### config.mk
export PLATFORM = sky130hd
export DESIGN_NAME = sha256_message_digest_top_flat
export DESIGN_NICKNAME = d
export VERILOG_FILES = /design/src/sha_pkg.sv /design/src/sha_if.sv /design/src/sha256_message_digest_top.sv /design/src/sha_round.sv /design/src/flat_wrapper.sv
export VERILOG_INCLUDE_DIRS = /design/src /design/src/src
export SDC_FILE = /design/constraint.sdc
export NUM_CORES = 2
export LEC_CHECK = 0
export BUFFER_PORTS_ARGS = -buffer_cell sky130_fd_sc_hd__buf_2
export CAP_MARGIN = 20
export CORE_ASPECT_RATIO = 0.9
export CORE_MARGIN = 2
export CORE_UTILIZATION = 40
export DETAILED_ROUTE_END_ITERATION = 6
export SETUP_SLACK_MARGIN = 0.05
export SLEW_MARGIN = 10
export SYNTH_ARGS = -nofsm -noshare
export SYNTH_HDL_FRONTEND = slang
export SYNTH_SLANG_ARGS = --single-unit
### constraint.sdc
create_clock -name clk -period 21 [get_ports clk]
set_input_delay 2.1 -clock clk [delete_from_list [all_inputs] [get_ports clk]]
set_output_delay 2.1 -clock clk [all_outputs]
set_load 0.02 [all_outputs]
### src/assert_macros.svh
// Assertion macros used by the top-level RTL file.
`ifndef ASSERT_MACROS_SVH
`define ASSERT_MACROS_SVH
// Implication checked on every clock edge outside reset.
`define ASSERT_IMPLIES(label, clk, rst_n, ante, cons) \
    label: assert property (@(posedge clk) disable iff (!rst_n) (ante) |-> (cons)) \
        else $error("assertion failed");
// Next-cycle implication.
`define ASSERT_NEXT(label, clk, rst_n, ante, cons) \
    label: assert property (@(posedge clk) disable iff (!rst_n) (ante) |=> (cons)) \
        else $error("assertion failed");
`endif

### src/sha_pkg.sv
// SHA-256 package: types, constants and a rotate helper.
package sha_pkg;

    typedef enum logic [2:0] {
        ST_IDLE,
        ST_PAD,
        ST_LOAD,
        ST_ROUND,
        ST_FOLD,
        ST_OUT
    } state_t;

    typedef struct packed {
        logic start;
        logic [5:0] round;
    } round_ctl_t;

    localparam logic [31:0] INIT_H [8] = '{
        32'h6a09e667, 32'hbb67ae85, 32'h3c6ef372, 32'ha54ff53a,
        32'h510e527f, 32'h9b05688c, 32'h1f83d9ab, 32'h5be0cd19
    };

    localparam logic [31:0] ROUND_K [64] = '{
        32'h428a2f98, 32'h71374491, 32'hb5c0fbcf, 32'he9b5dba5,
        32'h3956c25b, 32'h59f111f1, 32'h923f82a4, 32'hab1c5ed5,
        32'hd807aa98, 32'h12835b01, 32'h243185be, 32'h550c7dc3,
        32'h72be5d74, 32'h80deb1fe, 32'h9bdc06a7, 32'hc19bf174,
        32'he49b69c1, 32'hefbe4786, 32'h0fc19dc6, 32'h240ca1cc,
        32'h2de92c6f, 32'h4a7484aa, 32'h5cb0a9dc, 32'h76f988da,
        32'h983e5152, 32'ha831c66d, 32'hb00327c8, 32'hbf597fc7,
        32'hc6e00bf3, 32'hd5a79147, 32'h06ca6351, 32'h14292967,
        32'h27b70a85, 32'h2e1b2138, 32'h4d2c6dfc, 32'h53380d13,
        32'h650a7354, 32'h766a0abb, 32'h81c2c92e, 32'h92722c85,
        32'ha2bfe8a1, 32'ha81a664b, 32'hc24b8b70, 32'hc76c51a3,
        32'hd192e819, 32'hd6990624, 32'hf40e3585, 32'h106aa070,
        32'h19a4c116, 32'h1e376c08, 32'h2748774c, 32'h34b0bcb5,
        32'h391c0cb3, 32'h4ed8aa4a, 32'h5b9cca4f, 32'h682e6ff3,
        32'h748f82ee, 32'h78a5636f, 32'h84c87814, 32'h8cc70208,
        32'h90befffa, 32'ha4506ceb, 32'hbef9a3f7, 32'hc67178f2
    };

    localparam logic [7:0] PAD_BYTE = 8'h80;
    localparam logic [5:0] LEN_FILL = 6'd56;

    function automatic logic [31:0] ror(input logic [31:0] x, input int n);
        ror = (x >> n) | (x << (32 - n));
    endfunction

endpackage

### src/sha_if.sv
// Valid/ready channel interfaces for input bytes and digest words.
interface sha_in_if;
    logic       valid;
    logic       ready;
    logic [7:0] data_byte;
    logic       byte_present;
    logic       end_of_message;
    modport source (output valid, data_byte, byte_present, end_of_message, input ready);
    modport sink (input valid, data_byte, byte_present, end_of_message, output ready);
endinterface

interface sha_out_if;
    logic        valid;
    logic        ready;
    logic [31:0] digest_word;
    logic [2:0]  word_number;
    logic        last_word;
    modport source (output valid, digest_word, word_number, last_word, input ready);
    modport sink (input valid, digest_word, word_number, last_word, output ready);
endinterface

### src/sha256_message_digest_top.sv
// SHA-256 message digest: byte packing, padding sequencer and digest output.
// A byte that does not end a block is packed into the block buffer; a byte that fills a
// block starts a compression (a load state, 64 rounds on the shared round unit, a chaining fold).
// The final item adds padding at one byte per cycle outside compressions, one or two
// compressions, then eight output words at one per cycle when the sink is ready.
// rst_n (async, low) restores the initial hash values and clears all counts.
`include "assert_macros.svh"
module sha256_message_digest_top (
    input  logic clk,
    input  logic rst_n,
    sha_in_if.sink    in_ch,
    sha_out_if.source out_ch
);
    sha_pkg::state_t state_reg, state_next;
    logic [31:0] block_reg [16];
    logic [31:0] chain_reg [8];
    logic [31:0] work [8];
    logic [5:0]  fill_reg;
    logic [60:0] count_reg;
    logic [5:0]  round_reg;
    logic [2:0]  word_reg;
    logic        final_reg;   // pad byte already placed
    logic        len_reg;     // length words already placed
    logic        tail_reg;    // end of message taken, held until the digest is sent
    sha_pkg::round_ctl_t ctl;

    logic       push;
    logic [7:0] push_byte;
    logic       accept;
    logic [63:0] bit_len;

    sha_round u_round (
        .clk   (clk),
        .ctl   (ctl),
        .block (block_reg),
        .chain (chain_reg),
        .work  (work)
    );

    assign accept  = in_ch.valid && in_ch.ready;
    assign bit_len = {count_reg, 3'b000};
    assign in_ch.ready = (state_reg == sha_pkg::ST_IDLE);
    assign out_ch.valid = (state_reg == sha_pkg::ST_OUT);
    assign out_ch.digest_word = chain_reg[word_reg];
    assign out_ch.word_number = word_reg;
    assign out_ch.last_word = (word_reg == 3'd7);

    // Next state, byte-push and round-start decode.
    always_comb
    begin
        state_next = state_reg;
        push = 1'b0;
        push_byte = 8'h00;
        ctl.start = 1'b0;
        ctl.round = round_reg;
        case (state_reg)
            sha_pkg::ST_IDLE:
            begin
                if (accept)
                begin
                    push = in_ch.byte_present;
                    push_byte = in_ch.data_byte;
                    if (in_ch.byte_present && fill_reg == 6'd63)
                        state_next = sha_pkg::ST_LOAD;
                    else if (in_ch.end_of_message)
                        state_next = sha_pkg::ST_PAD;
                end
            end
            sha_pkg::ST_PAD:
            begin
                if (fill_reg == sha_pkg::LEN_FILL && len_reg)
                begin
                    state_next = sha_pkg::ST_ROUND;
                    ctl.start = 1'b1;
                end
                else if (fill_reg != sha_pkg::LEN_FILL || !len_reg)
                begin
                    push = !(fill_reg == sha_pkg::LEN_FILL && final_reg);
                    push_byte = final_reg ? 8'h00 : sha_pkg::PAD_BYTE;
                    if (push && fill_reg == 6'd63)
                        state_next = sha_pkg::ST_LOAD;
                end
            end
            sha_pkg::ST_LOAD:
            begin
                ctl.start = 1'b1;
                state_next = sha_pkg::ST_ROUND;
            end
            sha_pkg::ST_ROUND:
            begin
                if (round_reg == 6'd63)
                    state_next = sha_pkg::ST_FOLD;
            end
            sha_pkg::ST_FOLD:
            begin
                if (len_reg)
                    state_next = sha_pkg::ST_OUT;
                else if (tail_reg)
                    state_next = sha_pkg::ST_PAD;
                else
                    state_next = sha_pkg::ST_IDLE;
            end
            sha_pkg::ST_OUT:
            begin
                if (out_ch.ready && word_reg == 3'd7)
                    state_next = sha_pkg::ST_IDLE;
            end
            default: state_next = sha_pkg::ST_IDLE;
        endcase
    end

    always_ff @(posedge clk or negedge rst_n)
    begin
        if (!rst_n)
            state_reg <= sha_pkg::ST_IDLE;
        else
            state_reg <= state_next;
    end

    // Hold counters, chaining words and padding flags.
    always_ff @(posedge clk or negedge rst_n)
    begin
        if (!rst_n)
        begin
            fill_reg  <= '0;
            count_reg <= '0;
            round_reg <= '0;
            word_reg  <= '0;
            final_reg <= 1'b0;
            len_reg   <= 1'b0;
            tail_reg  <= 1'b0;
            chain_reg <= sha_pkg::INIT_H;
        end
        else
        begin
            if (push)
                fill_reg <= fill_reg + 6'd1;
            if (accept && in_ch.byte_present)
                count_reg <= count_reg + 61'd1;
            if (accept && in_ch.end_of_message)
                tail_reg <= 1'b1;
            // The pad byte has gone once the first padding push happens.
            if (state_reg == sha_pkg::ST_PAD && push)
                final_reg <= 1'b1;
            if (state_reg == sha_pkg::ST_PAD && fill_reg == sha_pkg::LEN_FILL
                && final_reg && !len_reg)
                len_reg <= 1'b1;
            if (state_reg == sha_pkg::ST_ROUND)
                round_reg <= round_reg + 6'd1;
            if (state_reg == sha_pkg::ST_FOLD)
            begin
                for (int i = 0; i < 8; i++)
                    chain_reg[i] <= chain_reg[i] + work[i];
                if (len_reg)
                    fill_reg <= '0;
            end
            if (state_reg == sha_pkg::ST_OUT && out_ch.ready)
            begin
                word_reg <= word_reg + 3'd1;
                if (word_reg == 3'd7)
                begin
                    chain_reg <= sha_pkg::INIT_H;
                    count_reg <= '0;
                    final_reg <= 1'b0;
                    len_reg   <= 1'b0;
                    tail_reg  <= 1'b0;
                end
            end
        end
    end

    // Write bytes big-endian into the block buffer; place the bit length.
    always_ff @(posedge clk)
    begin
        if (push)
        begin
            if (fill_reg[1:0] == 2'd0)
                block_reg[fill_reg[5:2]] <= {push_byte, 24'h0};
            else
                block_reg[fill_reg[5:2]][(5'd3 - {3'd0, fill_reg[1:0]}) * 8 +: 8]
                    <= push_byte;
        end
        if (state_reg == sha_pkg::ST_PAD && fill_reg == sha_pkg::LEN_FILL
            && final_reg && !len_reg)
        begin
            block_reg[14] <= bit_len[63:32];
            block_reg[15] <= bit_len[31:0];
        end
    end

    `ASSERT_IMPLIES(a_ready_idle, clk, rst_n, in_ch.ready, !out_ch.valid)
    `ASSERT_NEXT(a_round_wrap, clk, rst_n,
        state_reg == sha_pkg::ST_ROUND && round_reg == 6'd63, state_reg == sha_pkg::ST_FOLD)
    `ASSERT_NEXT(a_out_reset, clk, rst_n,
        out_ch.valid && out_ch.ready && out_ch.last_word, chain_reg[0] == sha_pkg::INIT_H[0])
endmodule

### src/sha_round.sv
// One SHA-256 round per cycle with a rolling 16-word message schedule.
module sha_round (
    input  logic                clk,
    input  sha_pkg::round_ctl_t ctl,
    input  logic [31:0]         block [16],
    input  logic [31:0]         chain [8],
    output logic [31:0]         work [8]
);
    logic [31:0] sched_reg [16];
    logic [31:0] work_reg [8];
    logic [31:0] w0, w1, w9, w14, s0, s1, wv, t1, t2;
    logic [31:0] a, b, c, d, e, f, g, h;

    // Pick the schedule word (raw for the first 16 rounds, expanded after) and form the round terms.
    always_comb
    begin
        w0  = sched_reg[0];
        w1  = sched_reg[1];
        w9  = sched_reg[9];
        w14 = sched_reg[14];
        s0 = sha_pkg::ror(w1, 7) ^ sha_pkg::ror(w1, 18) ^ (w1 >> 3);
        s1 = sha_pkg::ror(w14, 17) ^ sha_pkg::ror(w14, 19) ^ (w14 >> 10);
        wv = (ctl.round < 6'd16) ? w0 : (w0 + s0 + w9 + s1);
        a = work_reg[0]; b = work_reg[1]; c = work_reg[2]; d = work_reg[3];
        e = work_reg[4]; f = work_reg[5]; g = work_reg[6]; h = work_reg[7];
        t1 = h + (sha_pkg::ror(e, 6) ^ sha_pkg::ror(e, 11) ^ sha_pkg::ror(e, 25))
             + ((e & f) ^ (~e & g)) + sha_pkg::ROUND_K[ctl.round] + wv;
        t2 = (sha_pkg::ror(a, 2) ^ sha_pkg::ror(a, 13) ^ sha_pkg::ror(a, 22))
             + ((a & b) ^ (a & c) ^ (b & c));
    end

    // Load on start, then shift the schedule and working words each round.
    always_ff @(posedge clk)
    begin
        if (ctl.start)
        begin
            sched_reg <= block;
            work_reg  <= chain;
        end
        else
        begin
            for (int i = 0; i < 15; i++)
                sched_reg[i] <= sched_reg[i + 1];
            sched_reg[15] <= wv;
            work_reg[7] <= g;
            work_reg[6] <= f;
            work_reg[5] <= e;
            work_reg[4] <= d + t1;
            work_reg[3] <= c;
            work_reg[2] <= b;
            work_reg[1] <= a;
            work_reg[0] <= t1 + t2;
        end
    end

    assign work = work_reg;
endmodule

### src/flat_wrapper.sv
// flat-port wrapper written by rule: the top's interface ports become plain ports
module sha256_message_digest_top_flat 
  (clk, rst_n, in_ch_valid, in_ch_data_byte, in_ch_byte_present, in_ch_end_of_message, in_ch_ready, out_ch_valid, out_ch_digest_word, out_ch_word_number, out_ch_last_word, out_ch_ready);
  sha_in_if in_ch_i ();
  sha_out_if out_ch_i ();
  input  logic clk;
  input  logic rst_n;
  input wire logic [$bits(in_ch_i.valid)-1:0] in_ch_valid;
  input wire logic [$bits(in_ch_i.data_byte)-1:0] in_ch_data_byte;
  input wire logic [$bits(in_ch_i.byte_present)-1:0] in_ch_byte_present;
  input wire logic [$bits(in_ch_i.end_of_message)-1:0] in_ch_end_of_message;
  output wire logic [$bits(in_ch_i.ready)-1:0] in_ch_ready;
  output wire logic [$bits(out_ch_i.valid)-1:0] out_ch_valid;
  output wire logic [$bits(out_ch_i.digest_word)-1:0] out_ch_digest_word;
  output wire logic [$bits(out_ch_i.word_number)-1:0] out_ch_word_number;
  output wire logic [$bits(out_ch_i.last_word)-1:0] out_ch_last_word;
  input wire logic [$bits(out_ch_i.ready)-1:0] out_ch_ready;
  assign in_ch_i.valid = in_ch_valid;
  assign in_ch_i.data_byte = in_ch_data_byte;
  assign in_ch_i.byte_present = in_ch_byte_present;
  assign in_ch_i.end_of_message = in_ch_end_of_message;
  assign in_ch_ready = in_ch_i.ready;
  assign out_ch_valid = out_ch_i.valid;
  assign out_ch_digest_word = out_ch_i.digest_word;
  assign out_ch_word_number = out_ch_i.word_number;
  assign out_ch_last_word = out_ch_i.last_word;
  assign out_ch_i.ready = out_ch_ready;
  sha256_message_digest_top u_core (.clk(clk), .rst_n(rst_n), .in_ch(in_ch_i), .out_ch(out_ch_i));
endmodule
# Yosys cells after proc, flatten, opt, wreduce, memory -nomap -nowiden
# Memory sizes are Yosys's and may differ from the RTL's.
# Cells that the tools add are included.
# word_totals
reg_bits	1618
rom_bits	2048
in_bits	14
output_inout_bits	38
word_cells	213
memories	1
# op_classes
add_sub_neg	24
n_lt_le_gt_ge	5
eq_ne	16
shifts	2
n_mux	57
n_bitwise	30
n_reduce_logical	21
# mem_list
name	words	word_bits	rd	rd_clocked_by_memory_dff	write_ports	line	rtl
(name not given)	64	32	1	0	0	sha_round.sv:27	+ ((e & f) ^ (~e & g)) + sha_pkg::ROUND_K[ctl.round] + wv;
# ops
operator	count
512-bit bitwise mux	2
256-bit two-way mux	4
512-bit two-way mux	2
32-bit adder	18
32-bit XOR	9
32-bit demux with 4-bit select	2
32-bit two-way mux	7
61-bit two-way mux	3
32-bit bitwise AND	5
64-bit two-way mux	2
32-bit binary-select mux with 3-bit select	1
61-bit by 1-bit adder with 61-bit output, second input constant	1
32-bit negation with 34-bit output	1
8-bit by 34-bit variable shift with 32-bit output, first input constant	1
8-bit by 34-bit indexed part select with 32-bit output	1
8-bit two-way mux	4
32-bit NOT	1
10-bit by 32-bit OR with 32-bit output	1
13-bit by 32-bit OR with 32-bit output	1
14-bit by 32-bit OR with 32-bit output	1
15-bit by 32-bit OR with 32-bit output	1
19-bit by 32-bit OR with 32-bit output	1
21-bit by 32-bit OR with 32-bit output	1
25-bit by 32-bit OR with 32-bit output	1
other kinds (38)	84

# Depth between registers and ports, before layout
# depth
ltp_word	10
ltp_mapped	45
ltp_nobuf	44

# Modules after synthesis
# Synthesis repeated with hierarchy kept, for this count alone.
# hier_totals
cells_unflattened	8373
hier_area_um2	87088.5
# modules_own_cells
mod	instances	cells_each	area_each_um2	seq_area_each_um2
sha256_message_digest_top	1	4550	46637.2	23973.0
sha_round	1	3823	40451.3	15374.7

# Worst setup path before layout
# No wires, ideal clock.
# synth_path
path_type	flip-flop to flip-flop
start	register u_core.u_round.sched_reg (netlist bit u_core.u_round.w1[4])
end	register u_core.u_round.work_reg (netlist bit u_core.u_round.a[31])
setup_ns	0.130
t_arrival_ns	8.779
path_slack_ns	12.090
stages_incl_launch_ff	42
path_buffers	1
path_cell_list	dfxtp_1 xor2_1 xnor2_1 fa_1 inv_1 fa_1 ha_1 fa_1 a211oi_1 o21ai_0 nand3_1 nand2_1 a21oi_1 xnor2_1 nor2_1 a21oi_1 fa_1 fa_1 [6 not listed] o21ai_0 xor2_1 inv_1 fa_1 inv_1 ha_1 clkbuf_1 a21o_1 a21o_1 a211oi_1 nor4_1 a311oi_1 o21a_1 o21ai_0 a21oi_1 xnor2_1 xnor2_1 o21ai_0
# synth_via
elab_chain_cells	10
word_cells_on_any_way	11
classes_between	5 x add/sub; 2 x mux; 4 x bitwise
# synth_rtl
item	line	rtl
start, declared	sha_round.sv:9	logic [31:0] sched_reg [16];
start signal, assigned	sha_round.sv:37	sched_reg <= block;
start signal, assigned by index	sha_round.sv:43	sched_reg[i] <= sched_reg[i + 1];
14-bit by 32-bit OR with 32-bit output or 25-bit by 32-bit OR with 32-bit output (tied branches)	sha_pkg.sv:46	ror = (x >> n) | (x << (32 - n));
32-bit XOR	sha_round.sv:21	s0 = sha_pkg::ror(w1, 7) ^ sha_pkg::ror(w1, 18) ^ (w1 >> 3);
32-bit by 29-bit XOR with 32-bit output *	sha_round.sv:21	
32-bit adder * (3 in a row)	sha_round.sv:23	wv = (ctl.round < 6'd16) ? w0 : (w0 + s0 + w9 + s1);
32-bit two-way mux *	sha_round.sv:23	
32-bit adder *	sha_round.sv:27	
32-bit adder *	sha_round.sv:52	work_reg[0] <= t1 + t2;
256-bit two-way mux *	sha_round.sv:35	if (ctl.start)
end signal, assigned	sha_round.sv:38	work_reg <= chain;
end, declared	sha_round.sv:10	logic [31:0] work_reg [8];
# Mark *: on every way between the ends. The rest lies on a longest branch, timed or not.
# A chain may end at the register's enable or synchronous reset.

# Worst setup path in the final report
# Ends and elaborated chain as after synthesis.

==> results.ini <==
[outcome]
status = finished, final reports clean

[detailed_routing]
drc = 0
via_per_inst = 5.529
wl_met3_um = 21700
drt-initial-drc-count = 7524
wl_per_cell_um = 23.49
ant_nets = 0
vias = 69700
dr.pass1.iters = 6
wirelength_met1_um = 130000
met2_length_um = 133200
dr.max_layer_used = met5
wl_um = 296100

[worst_hold_path]
min_path_type = reg2reg

[yosys]
synth.area.top_cells = dfxtp_1 18%, edfxtp_1 18%, nand2_1 11%
synth_ff_type = dfxtp_1
netlist-cell-type-count = 87
seq_area_frac_synth = 0.4519
syn_area_per_cell_sq_um = 8.968
synth_edf_count = 509
yosys_register_bits = 1618
postSynth.asyncResetShare = 0.2089
synthCells = 9710
synthesis.area_sq_um = 87080
yosys.area.top_type = dfxtp_1
synth_nets = 10320
yosysWarnings = 0
synth_top_area_frac = 0.1772

[timing]
period_needed_ns = 10.64
slew_headroom = 0.1633
hold_viol = 0
rsz0062_at_grt = false
clock_skew_ns = 0.07309
setup_violations = 0
tns_ns = 0
worstMarginPinSlew_ns = 1.255
max_freq_mhz = 93.96
drv_slew = 0
fin_crit_sh = 0.5068

[finish]
final_cell_area_sq_um = 96240
nets = 10190
area_growth_pct = 10.52
layout-drive-gt1-share = 0.08162
largest_register_ffs = 512

[clocking]
tritoncts.num_buffers = 174
post_cts_buffers = 0
ctsResizeCount = 0
cts_tree = yes
htreeDepth = 4
ctsHoldBuffers = 0
clock_path_buffers = 3
root_buffer = clkbuf_16
clock_latency_ns = 0.88
clkTransAtPathRegs_ns = 0.07
clock-sinks = 1618

[worst_setup_path]
path_buf_inv = 3
worstSetupPathType = reg2reg
critPathLaunchType = register
cp_common_cell = fa_1
crit_arrival_ns = 11.37
cp_slowest_stage_delay_ns = 0.85
slowest_stage = a2111oi_0
worstPathMaxFanout = 5
worstPathRequired_ns = 21.72
endpoint_kind = register
crit_family = adder cells

[placement]
dpl.hpwl_um = 215300
place_area_sq_um = 90170
port_buffers = 51
gp_congestion = 0.9679

[floorplanning]
die_h_um = 446.6
io_pins = 52
initial_core_util = 0.4023
rows = 162
die_w_um = 495.8
core_sq_um = 216500
dieArea_sq_um = 221500

[global_routing]
grt_pass1_vias = 66420
grt_pass1_wl_um = 437200
overflow = 0
grt_usage = 0.2632
antenna_found_initial = 14
grt_max_degree = 244

[flow_run]
maxCapViolations = 0

-- worst register-to-register path: cells and delay by family (launching register included) --
family / cells / cell delay [ns]
and+or+nand+nor: 4 / 0.56
AOI/OAI and AO/OA: 14 / 4.04
buffers and inverters: 3 / 0.23
DFF: 1 / 0.42
adders and majority gates: 10 / 4.22
xor gates and xnor gates: 5 / 1.03
-- placed cells by master, fill, tap and decap left out, types with 52 or more instances in the layout --
cell type	instances
a21o_1	216
nand3_1	144
xnor2_1	378
o21ai_0	450
mux2_2	77
inv_1	380
buf_4	103
nor2_1	899
edfxtp_1	509
ha_1	399
mux4_2	67
dfrtp_1	196
xor2_1	233
o21a_1	60
nand2_1	2617
clkbuf_16	175
nor3_1	78
buf_2	54
nand2b_1	69
nor2b_1	52
a21oi_1	536
o211ai_1	102
a211oi_1	64
fa_1	195
dfstp_2	136
dfxtp_1	771
-- cells in the mapped netlist (all sizes together) (217+ instances only) --
master     n
xor2     233
a21oi    538
ha       399
nor2     903
a21o     217
edfxtp   509
inv      381
nand2   2619
dfxtp    771
xnor2    378
o21ai    455
clkbuf   425
-- final cells by class --
class / instances / area (sq um)
well taps: 2870 / 3591
flip-flops and latches: 1618 / 39360
clock buffers: 256 / 5054
multi-input cells: 7235 / 44630
clock inverters: 70 / 924.6
diodes: 8 / 20.02
fillers: 20820 / 120200
inverters: 382 / 1434
repair buffers: 167 / 1231
-- through the flow --
stage / hold slack [ns] / utilization / std cells / setup WS (ns)
floorplan: 0.3989 / - / 9710 / 12.09
global placement: 0.4052 / 0.4164 / 12260 / 10.58
detailed placement: 0.4081 / 0.4165 / 12270 / 10.52
CTS: 0.4059 / 0.4442 / 12590 / 10.52
global route: 0.4231 / 0.4445 / 12600 / 9.817
finish: 0.4017 / 0.4446 / 12610 / 10.36
-- cell families (layout without fill, tap and decap cells) --
logic type      Yosys count  count (layout)  synth area share
buf+inv                 857             875           0.03718
compound gates         1749            1749            0.1242
simple gates           4108            4108            0.1924
xor+xnor                612             612           0.06171
fa+ha+maj               598             598            0.1026
other cells               0               8                 0
flops                  1618            1618            0.4519
mux                     168             168           0.03004
-- final timing paths --
check,from,endpoint,slack [ns],cells after the start
max in group asynchronous,rst_n,u_core.count_reg[51],17.61,4
worst min-delay path,u_core.u_round.sched_reg[29],u_core.u_round.w14[29],0.40,2
min in group asynchronous,rst_n,u_core.chain_reg[247],1.36,1
worst min register to register,u_core.u_round.sched_reg[29],u_core.u_round.w14[29],0.40,2
worst max register to register,u_core.u_round.w1[4],u_core.u_round.a[31],10.36,36
worst max-delay path,u_core.u_round.w1[4],u_core.u_round.a[31],10.36,36
-- layer usage --
| layer | up-vias | global-route usage |
|---|---|---|
| li1 | 32450 | - |
| met1 | 34100 | 0.3686 |
| met2 | 2635 | 0.4117 |
| met3 | 505 | 0.04255 |
| met4 | 6 | 0.09104 |
| met5 | - | 0 |
Power is left out: the tool's default activity adds up to more than one toggle a clock period on the data nets, which glitch-free logic cannot reach.
